[src/hw/rtl/bdai_pkg.sv]
// ----------------------------------------------------------------------------
// Bracket depth auto indenter package
// Shared codes, character constants, payload structs and a column helper.
// ----------------------------------------------------------------------------
package bdai_pkg;

  // Default configuration of the indenter.
  localparam int unsigned TabWidthDef = 8;
  localparam int unsigned MaxDepthDef = 15;

  // Field widths.
  localparam int unsigned CmdW   = 2;
  localparam int unsigned ByteW  = 8;
  localparam int unsigned ColW   = 8;
  localparam int unsigned TabsW  = 5;
  localparam int unsigned CountW = 32;
  // Wide enough for TAB_WIDTH * (depth + 2) and for a column plus one tab stop.
  localparam int unsigned WideW  = 10;

  localparam logic [ColW-1:0]  COL_MAX = 8'd255;
  localparam logic [TabsW-1:0] TAB_CAP = 5'd31;

  // Command codes.
  localparam logic [CmdW-1:0] CMD_CHAR        = 2'd0;
  localparam logic [CmdW-1:0] CMD_INDENT_MORE = 2'd1;
  localparam logic [CmdW-1:0] CMD_INDENT_LESS = 2'd2;

  // Continuation codes.
  localparam logic [1:0] CONT_NONE   = 2'd0;
  localparam logic [1:0] CONT_BSLASH = 2'd1;
  localparam logic [1:0] CONT_LINE   = 2'd2;

  // Characters with a special meaning.
  localparam logic [ByteW-1:0] CH_NEWLINE = 8'h0A;
  localparam logic [ByteW-1:0] CH_SPACE   = 8'h20;
  localparam logic [ByteW-1:0] CH_TAB     = 8'h09;
  localparam logic [ByteW-1:0] CH_ALIGN   = 8'h01;
  localparam logic [ByteW-1:0] CH_HASH    = 8'h23;
  localparam logic [ByteW-1:0] CH_BSLASH  = 8'h5C;
  localparam logic [ByteW-1:0] CH_LPAREN  = 8'h28;
  localparam logic [ByteW-1:0] CH_RPAREN  = 8'h29;
  localparam logic [ByteW-1:0] CH_LBRACK  = 8'h5B;
  localparam logic [ByteW-1:0] CH_RBRACK  = 8'h5D;
  localparam logic [ByteW-1:0] CH_LBRACE  = 8'h7B;
  localparam logic [ByteW-1:0] CH_RBRACE  = 8'h7D;

  // One input beat.
  typedef struct packed {
    logic [CmdW-1:0]  cmd;
    logic [ByteW-1:0] in_byte;
  } item_t;

  // One result beat.
  typedef struct packed {
    logic [TabsW-1:0]  tab_count;
    logic [ColW-1:0]   space_count;
    logic [ByteW-1:0]  out_byte;
    logic              byte_valid;
    logic [CountW-1:0] byte_position;
  } result_t;

  // Clamp a wide column value to the largest column.
  function automatic logic [ColW-1:0] sat_col(input logic [WideW-1:0] v);
    logic [ColW-1:0] r;
    r = (v > WideW'(COL_MAX)) ? COL_MAX : v[ColW-1:0];
    return r;
  endfunction

endpackage

[src/hw/rtl/bdai_in_stage.sv]
// ----------------------------------------------------------------------------
// Bracket depth auto indenter input stage
// Registers one input beat and hands it to the core when the result side
// can take it.
// ----------------------------------------------------------------------------
module bdai_in_stage (
  input  logic            clk_i,
  input  logic            rst_ni,
  input  logic            in_valid_i,
  output logic            in_ready_o,
  input  bdai_pkg::item_t in_item_i,
  output logic            item_valid_o,
  input  logic            item_ready_i,
  output bdai_pkg::item_t item_o
);
  import bdai_pkg::*;

  logic  valid_q, valid_d;
  item_t item_q;

  // The register frees up whenever its beat moves on in the same cycle.
  assign in_ready_o = !valid_q || item_ready_i;
  assign valid_d    = in_ready_o ? in_valid_i : valid_q;

  always_ff @(posedge clk_i or negedge rst_ni) begin
    if (!rst_ni) begin
      valid_q <= 1'b0;
    end else begin
      valid_q <= valid_d;
    end
  end

  // Payload needs no reset.
  always_ff @(posedge clk_i) begin
    if (in_valid_i && in_ready_o) begin
      item_q <= in_item_i;
    end
  end

  assign item_valid_o = valid_q;
  assign item_o       = item_q;

endmodule

[src/hw/rtl/bdai_core.sv]
// ----------------------------------------------------------------------------
// Bracket depth auto indenter core
// Holds the depth, column, continuation and count state and works out the
// whitespace runs for one beat in a single pass.
// ----------------------------------------------------------------------------
module bdai_core #(
  parameter int unsigned TAB_WIDTH = bdai_pkg::TabWidthDef,
  parameter int unsigned MAX_DEPTH = bdai_pkg::MaxDepthDef
) (
  input  logic              clk_i,
  input  logic              rst_ni,
  input  logic              fire_i,
  input  bdai_pkg::item_t   item_i,
  output bdai_pkg::result_t result_o
);
  import bdai_pkg::*;

  localparam int unsigned DepthW = $clog2(MAX_DEPTH + 1);
  localparam logic [DepthW-1:0] DEPTH_TOP = DepthW'(MAX_DEPTH);
  // Reciprocal of the tab width; exact floor for any 8-bit column.
  localparam int unsigned RecipW = 17;
  localparam logic [RecipW-1:0] RECIP = RecipW'((65536 + TAB_WIDTH - 1) / TAB_WIDTH);
  localparam int unsigned ProdW = ColW + RecipW;
  // Most tabs that fit below the column limit, also capped by the tab field.
  localparam int unsigned TabsLimInt = (255 / TAB_WIDTH > 31) ? 31 : 255 / TAB_WIDTH;
  localparam logic [TabsW-1:0] TABS_LIM = TabsW'(TabsLimInt);
  localparam logic [WideW-1:0] TW_WIDE = WideW'(TAB_WIDTH);

  logic [DepthW-1:0] depth_q, depth_d;
  logic [ColW-1:0]   want_q, want_d;
  logic [ColW-1:0]   done_q, done_d;
  logic [1:0]        cont_q, cont_d;
  logic [CountW-1:0] count_q, count_d;

  logic [DepthW-1:0] depth_inc, depth_dec, depth_a;
  logic [ProdW-1:0]  tab_prod;
  logic [ColW-1:0]   tab_quot;
  logic [ColW-1:0]   tab_stop;
  logic [ColW-1:0]   want_inc;
  logic [ColW-1:0]   align_col;
  logic [ColW-1:0]   indent_col;
  logic [ColW-1:0]   want_a;
  logic [ColW-1:0]   done_a;
  logic [TabsW-1:0]  tabs_a;
  logic [ColW-1:0]   spaces_a;
  logic [ColW-1:0]   want_after;
  logic              line_start;
  logic              is_open, is_close, indent_en;
  logic [ByteW-1:0]  c;

  assign c          = item_i.in_byte;
  assign line_start = (done_q == '0);

  // Saturating depth steps.
  assign depth_inc = (depth_q < DEPTH_TOP) ? depth_q + 1'b1 : depth_q;
  assign depth_dec = (depth_q != '0) ? depth_q - 1'b1 : depth_q;

  // Next tab stop inside a line: (want / TAB_WIDTH + 1) * TAB_WIDTH.
  assign tab_prod = ProdW'(want_q) * ProdW'(RECIP);
  assign tab_quot = tab_prod[ColW+15:16];
  assign tab_stop = sat_col((WideW'(tab_quot) + 1'b1) * TW_WIDE);
  assign want_inc = sat_col(WideW'(want_q) + 1'b1);

  // Alignment column for depth plus two.
  assign align_col = sat_col(TW_WIDE * (WideW'(depth_q) + WideW'(2)));

  // Bracket classes of a printing byte.
  assign is_open  = (c == CH_LPAREN) || (c == CH_LBRACK) || (c == CH_LBRACE);
  assign is_close = (c == CH_RPAREN) || (c == CH_RBRACK) || (c == CH_RBRACE);
  assign depth_a  = is_close ? depth_dec : depth_q;

  // Depth indent at line start. The wanted column is zero there, so the tab
  // run is the depth itself until the column limit or the tab cap is hit.
  assign indent_en  = line_start && (c != CH_HASH) && (cont_q != CONT_LINE);
  assign indent_col = sat_col(TW_WIDE * WideW'(depth_a));
  assign want_a     = indent_en ? indent_col : want_q;
  assign tabs_a     = !indent_en ? '0
                    : ((TabsW'(depth_a) > TABS_LIM) ? TABS_LIM : TabsW'(depth_a));
  assign done_a     = line_start ? ColW'(WideW'(tabs_a) * TW_WIDE) : done_q;
  assign spaces_a   = (done_a < want_a) ? want_a - done_a : '0;
  assign want_after = sat_col(WideW'(want_a) + 1'b1);

  // Next state and result for the beat in flight.
  always_comb begin
    depth_d  = depth_q;
    want_d   = want_q;
    done_d   = done_q;
    cont_d   = cont_q;
    count_d  = count_q;
    result_o = '0;
    case (item_i.cmd)
      CMD_INDENT_MORE: begin
        depth_d = depth_inc;
      end
      CMD_INDENT_LESS: begin
        depth_d = depth_dec;
      end
      CMD_CHAR: begin
        count_d = count_q + 1'b1;
        if (c == CH_NEWLINE) begin
          want_d              = '0;
          done_d              = '0;
          cont_d              = (cont_q == CONT_BSLASH) ? CONT_LINE : CONT_NONE;
          result_o.out_byte   = c;
          result_o.byte_valid = 1'b1;
        end else if (c == CH_SPACE) begin
          if (!line_start) begin
            want_d = want_inc;
          end
        end else if (c == CH_TAB) begin
          if (!line_start) begin
            want_d = tab_stop;
          end
        end else if (c == CH_ALIGN) begin
          if (!line_start) begin
            want_d = (want_q >= align_col) ? want_inc : align_col;
          end
        end else begin
          depth_d              = is_open
                               ? ((depth_a < DEPTH_TOP) ? depth_a + 1'b1 : depth_a)
                               : depth_a;
          want_d               = want_after;
          done_d               = want_after;
          cont_d               = (c == CH_BSLASH) ? CONT_BSLASH : CONT_NONE;
          result_o.tab_count   = tabs_a;
          result_o.space_count = spaces_a;
          result_o.out_byte    = c;
          result_o.byte_valid  = 1'b1;
        end
      end
      default: begin
      end
    endcase
    result_o.byte_position = count_d;
  end

  // State advances only when a beat moves into the result register.
  always_ff @(posedge clk_i or negedge rst_ni) begin
    if (!rst_ni) begin
      depth_q <= '0;
      want_q  <= '0;
      done_q  <= '0;
      cont_q  <= CONT_NONE;
      count_q <= '0;
    end else if (fire_i) begin
      depth_q <= depth_d;
      want_q  <= want_d;
      done_q  <= done_d;
      cont_q  <= cont_d;
      count_q <= count_d;
    end
  end

endmodule

[src/hw/rtl/bdai_out_stage.sv]
// ----------------------------------------------------------------------------
// Bracket depth auto indenter output stage
// Registers one result beat and holds it until the consumer takes it.
// ----------------------------------------------------------------------------
module bdai_out_stage (
  input  logic              clk_i,
  input  logic              rst_ni,
  input  logic              res_valid_i,
  output logic              res_ready_o,
  input  bdai_pkg::result_t res_i,
  output logic              out_valid_o,
  input  logic              out_ready_i,
  output bdai_pkg::result_t res_o
);
  import bdai_pkg::*;

  logic    valid_q, valid_d;
  result_t res_q;

  // Taking a new beat is allowed while the held one leaves this cycle.
  assign res_ready_o = !valid_q || out_ready_i;
  assign valid_d     = res_ready_o ? res_valid_i : valid_q;

  always_ff @(posedge clk_i or negedge rst_ni) begin
    if (!rst_ni) begin
      valid_q <= 1'b0;
    end else begin
      valid_q <= valid_d;
    end
  end

  always_ff @(posedge clk_i) begin
    if (res_valid_i && res_ready_o) begin
      res_q <= res_i;
    end
  end

  assign out_valid_o = valid_q;
  assign res_o       = res_q;

endmodule

[src/hw/rtl/bracket_depth_auto_indenter_unit.sv]
// ----------------------------------------------------------------------------
// Bracket depth auto indenter unit
// A beat accepted into the input register passes through the single-pass core into
// the result register, which drives the outputs until the consumer takes it.
// Throughput: one beat per cycle while the consumer keeps taking results, set by
// the single-pass core between the input register and the result register.
// Reset clears the depth, both columns, the continuation state and the count.
// ----------------------------------------------------------------------------
module bracket_depth_auto_indenter_unit #(
  parameter int unsigned TAB_WIDTH = bdai_pkg::TabWidthDef,
  parameter int unsigned MAX_DEPTH = bdai_pkg::MaxDepthDef
) (
  input  logic                          clk_i,
  input  logic                          rst_ni,
  input  logic                          in_valid_i,
  output logic                          in_ready_o,
  input  logic [bdai_pkg::CmdW-1:0]     cmd_i,
  input  logic [bdai_pkg::ByteW-1:0]    in_byte_i,
  output logic                          out_valid_o,
  input  logic                          out_ready_i,
  output logic [bdai_pkg::TabsW-1:0]    tab_count_o,
  output logic [bdai_pkg::ColW-1:0]     space_count_o,
  output logic [bdai_pkg::ByteW-1:0]    out_byte_o,
  output logic                          byte_valid_o,
  output logic [bdai_pkg::CountW-1:0]   byte_position_o
);
  import bdai_pkg::*;

  item_t   in_item;
  item_t   core_item;
  logic    core_valid;
  logic    core_ready;
  result_t core_res;
  result_t out_res;

  assign in_item.cmd     = cmd_i;
  assign in_item.in_byte = in_byte_i;

  // Input register.
  bdai_in_stage u_in_stage (
    .clk_i        (clk_i),
    .rst_ni       (rst_ni),
    .in_valid_i   (in_valid_i),
    .in_ready_o   (in_ready_o),
    .in_item_i    (in_item),
    .item_valid_o (core_valid),
    .item_ready_i (core_ready),
    .item_o       (core_item)
  );

  // Indent state and single-pass result logic.
  bdai_core #(
    .TAB_WIDTH (TAB_WIDTH),
    .MAX_DEPTH (MAX_DEPTH)
  ) u_core (
    .clk_i    (clk_i),
    .rst_ni   (rst_ni),
    .fire_i   (core_valid && core_ready),
    .item_i   (core_item),
    .result_o (core_res)
  );

  // Result register.
  bdai_out_stage u_out_stage (
    .clk_i       (clk_i),
    .rst_ni      (rst_ni),
    .res_valid_i (core_valid),
    .res_ready_o (core_ready),
    .res_i       (core_res),
    .out_valid_o (out_valid_o),
    .out_ready_i (out_ready_i),
    .res_o       (out_res)
  );

  assign tab_count_o     = out_res.tab_count;
  assign space_count_o   = out_res.space_count;
  assign out_byte_o      = out_res.out_byte;
  assign byte_valid_o    = out_res.byte_valid;
  assign byte_position_o = out_res.byte_position;

endmodule
[config.mk]
export PLATFORM = sky130hd
export DESIGN_NAME = bracket_depth_auto_indenter_unit
export DESIGN_NICKNAME = d
export VERILOG_FILES = /design/src/hw/rtl/bdai_pkg.sv /design/src/hw/rtl/bdai_in_stage.sv /design/src/hw/rtl/bdai_core.sv /design/src/hw/rtl/bdai_out_stage.sv /design/src/hw/rtl/bracket_depth_auto_indenter_unit.sv
export SDC_FILE = /design/constraint.sdc
export NUM_CORES = 1
export LEC_CHECK = 0
export ABC_AREA = 1
export BUFFER_PORTS_ARGS = -buffer_cell sky130_fd_sc_hd__clkbuf_2
export CAP_MARGIN = 10
export CORE_MARGIN = 2
export CORE_UTILIZATION = 55
export DETAILED_ROUTE_END_ITERATION = 8
export PLACE_DENSITY = 0.71
export RECOVER_POWER = 50
export SETUP_SLACK_MARGIN = 0.4
export SYNTH_ARGS = -nofsm -noshare
export SYNTH_HDL_FRONTEND = slang
export SYNTH_SLANG_ARGS = --single-unit
[constraint.sdc]
create_clock -name clk_i -period 3.8 [get_ports clk_i]
set_input_delay 1.14 -clock clk_i [delete_from_list [all_inputs] [get_ports clk_i]]
set_output_delay 1.14 -clock clk_i [all_outputs]
set_load 0.03 [all_outputs]
==> summary.md <==
| Metric | Value |
|---|---|
| Post-synthesis cell count | 766 |
| DP HPWL | 11.1 mm |
| Final Skew | 8.66 ps |
| CTS tree | built |
| Core Area | 12000 µm² |
| Clock Latency Late Sink | 420 ps |
| Kind of start point of the critical path | primary input |
| Via Count | 5584 |
| Main synth FF type | edfxtp_1 |
| Element type at the critical path end | flip-flop |
| First-pass GRT wire length | 25.5 mm |
| CTS Sinks | 119 |
| Fin crit period | 3250 ps |
| FMAX | 308 MHz |
| Min-delay src | u_core.cont_q[0] |
| Area growth, synth to finish | 15.9% |
| Power Total | 6520 µW |
| Synth area leaders | edfxtp_1 (28%), dfrtp_1 (21%), nand2_1 (9.9%) |
| CTS root buf | clkbuf_16 |
| WS Path Type | in2reg |
| Max VDD drop | 0.000517 V |
| Commonest non-fill, non-tap cells in the layout | nand2_1 (176), inv_1 (89), nor2_1 (75), edfxtp_1 (63), dfrtp_1 (54) |
| Critical path peak fanout | 37 |
| Syn nets | 806 |
| Initial Util | 56.2% |
| PD cells | 838 nW/µm² |
| DR pass1 iterations | 5 |
| Commonest non-fill, non-tap cell in the layout | nand2_1 |
| Number of synthesized flops with an enable pin | 63 |
| Ys async rst share | 47.1% |
| Layout cells sized above 1 | 13.5% |
| DRC Markers | 0 |
| Fin Hold WS | 521 ps |
| Leak Pwr | 0.00354 µW |
| RR Endpoint | u_out_stage.res_o[47] |
| Final period utilization | 85.5% |
| Reg2Reg Setup Slack | 610 ps |
| Sequential cell area fraction in the yosys report | 49.0% |
| Max cap viols | 1 |
| Worst Tran Pin Value | 2010 ps |
| Final Setup Violations | 0 |
| Clk slew on worst S/H paths | 50 ps |
| Largest net degree at the start of global routing | 72 |
| Port Buffer Count | 68 |
| Row Count | 40 |
| RD Place Congestion | 0.925 |
| RSZ-0062 raised after global routing | no |
| CP required | 4000 ps |
| Layout Nets | 895 |
| Hold Path Sink | u_core.cont_q[0] |
| CTS Buffer Depth | 2 |
| Initial DRC count | 595 |
| Post-synthesis cell type count | 46 |
| Netlist Area Pre-Place | 6720 µm² |
| Final Max Tran Viols | 38 |
| Initial antenna violation count | 0 |
| CTS H-tree depth | 4 |
| Drt total wl | 15.6 mm |
| HP Class | reg2reg |
| Status | complete, but fails checks |
| I/O pin count | 70 |
| DR WL/cell | 15.4 µm |
| R2R depth | 18 |
| WHS Path Cells | 2 |
| Footprint of the multi-input gates | 2960 µm² |
| Setup_tns | 0 ps |
| # fillers | 1003 |
| Number of global-route vias before repair | 5541 |
| Yosys warning total | 0 |
| Die Ht | 115 µm |
| Top-area cell type share of the netlist area | 28.2% |
| CTS buffer count | 17 |
| Final core occ | 65.1% |
| # diodes | 0 |
| Total gr overflow | 0 |
| Yosys top cell by area | edfxtp_1 |
| Vias per cell | 5.50 |
| Failing checks | capacitance limit, slew limit |
| Seq cells post-synth | 119 |
| Worst setup startpoint | out_ready_i |
| CTS Hold Buffers Added | 0 |
| Die ar. | 13100 µm² |
| Total GRT Usage | 25.2% |
| Storage element area | 3300 µm² |
| Mapped Avg Cell Area | 8.77 µm² |
| Die X | 115 µm |
| Arrival time at the worst endpoint | 3450 ps |
| Final Hold Fails | 0 |
| R2r startpoint | u_core.depth_q[1] |
| DRT antenna net count | 0 |
| Slew Limit Headroom | -33.9% |
synthesized netlist by cell type (7+ instances only):
library cell and count:
clkbuf_1 7, nand4_1 13, inv_1 94, dfrtp_1 56, xor2_1 39, a21oi_1 37, nor3_1 17, xnor2_1 7
nand3_1 39, nand2_2 10, nor2_4 9, o21ai_0 48, nor2_1 69, ha_1 25, edfxtp_1 63, nand2_1 177
stage by stage:
step / setup WS (ps) / instances / area (µm²)
2_1_floorplan: 529 / 766 / 6720
3_3_place_gp: 367 / 974 / 7230
3_5_place_dp: 213 / 974 / 7230
4_1_cts: 413 / 1007 / 7820
5_1_grt: 293 / 1015 / 7780
6_report: 552 / 1015 / 7780
logic make-up after synthesis:
logic type / count (synthesis) / synth area share, %
compound gates: 105 / 8.55
xor+xnor: 48 / 6.48
fa+ha+maj: 26 / 4.96
buf+inv: 110 / 6.30
flops: 119 / 49.0
other cells: 1 / 0.0558
simple gates: 357 / 24.6
metal layers:
metal | up-vias | track usage, % | routed length [µm]
met3 | 45 | 6.19 | 841
li1 | 2700 | - | -
met4 | 0 | 13.0 | 506
met5 | - | 0 | 0
met1 | 2621 | 30.5 | 6710
met2 | 218 | 41.9 | 7530
where the power goes:
part / total [µW] / switching (µW) / internal (µW)
combinational: 2860 / 1900 / 958
sequential: 2140 / 312 / 1830
clock: 1520 / 543 / 981
how the worst max path moves through the flow:
stage | endpoint | slack [ps] | cells past startpoint
final | u_core.count_q[4] | 550 | 7
after detailed placement | u_out_stage.res_o[41] | 210 | 17
after global placement | u_out_stage.res_o[42] | 370 | 17
after CTS | u_out_stage.res_o[47] | 410 | 18
after floorplan | u_out_stage.res_o[41] | 530 | 17
after global routing | u_core.count_q[7] | 290 | 7
state kept, by name (all words and copies together) (netlist names):
signal                   count
u_core.cont_q                2
u_core.count_q              32
u_core.depth_q               4
u_core.done_q                8
u_core.want_q                8
u_in_stage.item_o           10
u_in_stage.item_valid_o      1
u_out_stage.out_valid_o      1
u_out_stage.res_o           53
worst max-delay path, cell delays in order:
cell and delay (ps):
clkbuf_2 70, inv_1 40, nand2_1 70, nand2_1 260
clkinv_2 160, clkbuf_1 1450, o21ai_0 230
cell type report:
| class | count | area share, % |
|---|---|---|
| Clock buffer | 27 | 7.01 |
| Multi-Input combinational cell | 537 | 38.0 |
| Inverter | 96 | 4.64 |
| Clock inverter | 5 | 0.450 |
| Tap cell | 147 | 2.36 |
| Sequential cell | 119 | 42.3 |
| Timing Repair Buffer | 84 | 5.22 |
what timing repair did:
action | CTS | global route
pin swaps | 1 | 4
buffers inserted | 1 | 8
setup endpoints to repair | 8 | 8
resized for setup | 0 | 14
No activity file was read; power rests on OpenSTA's default activity.
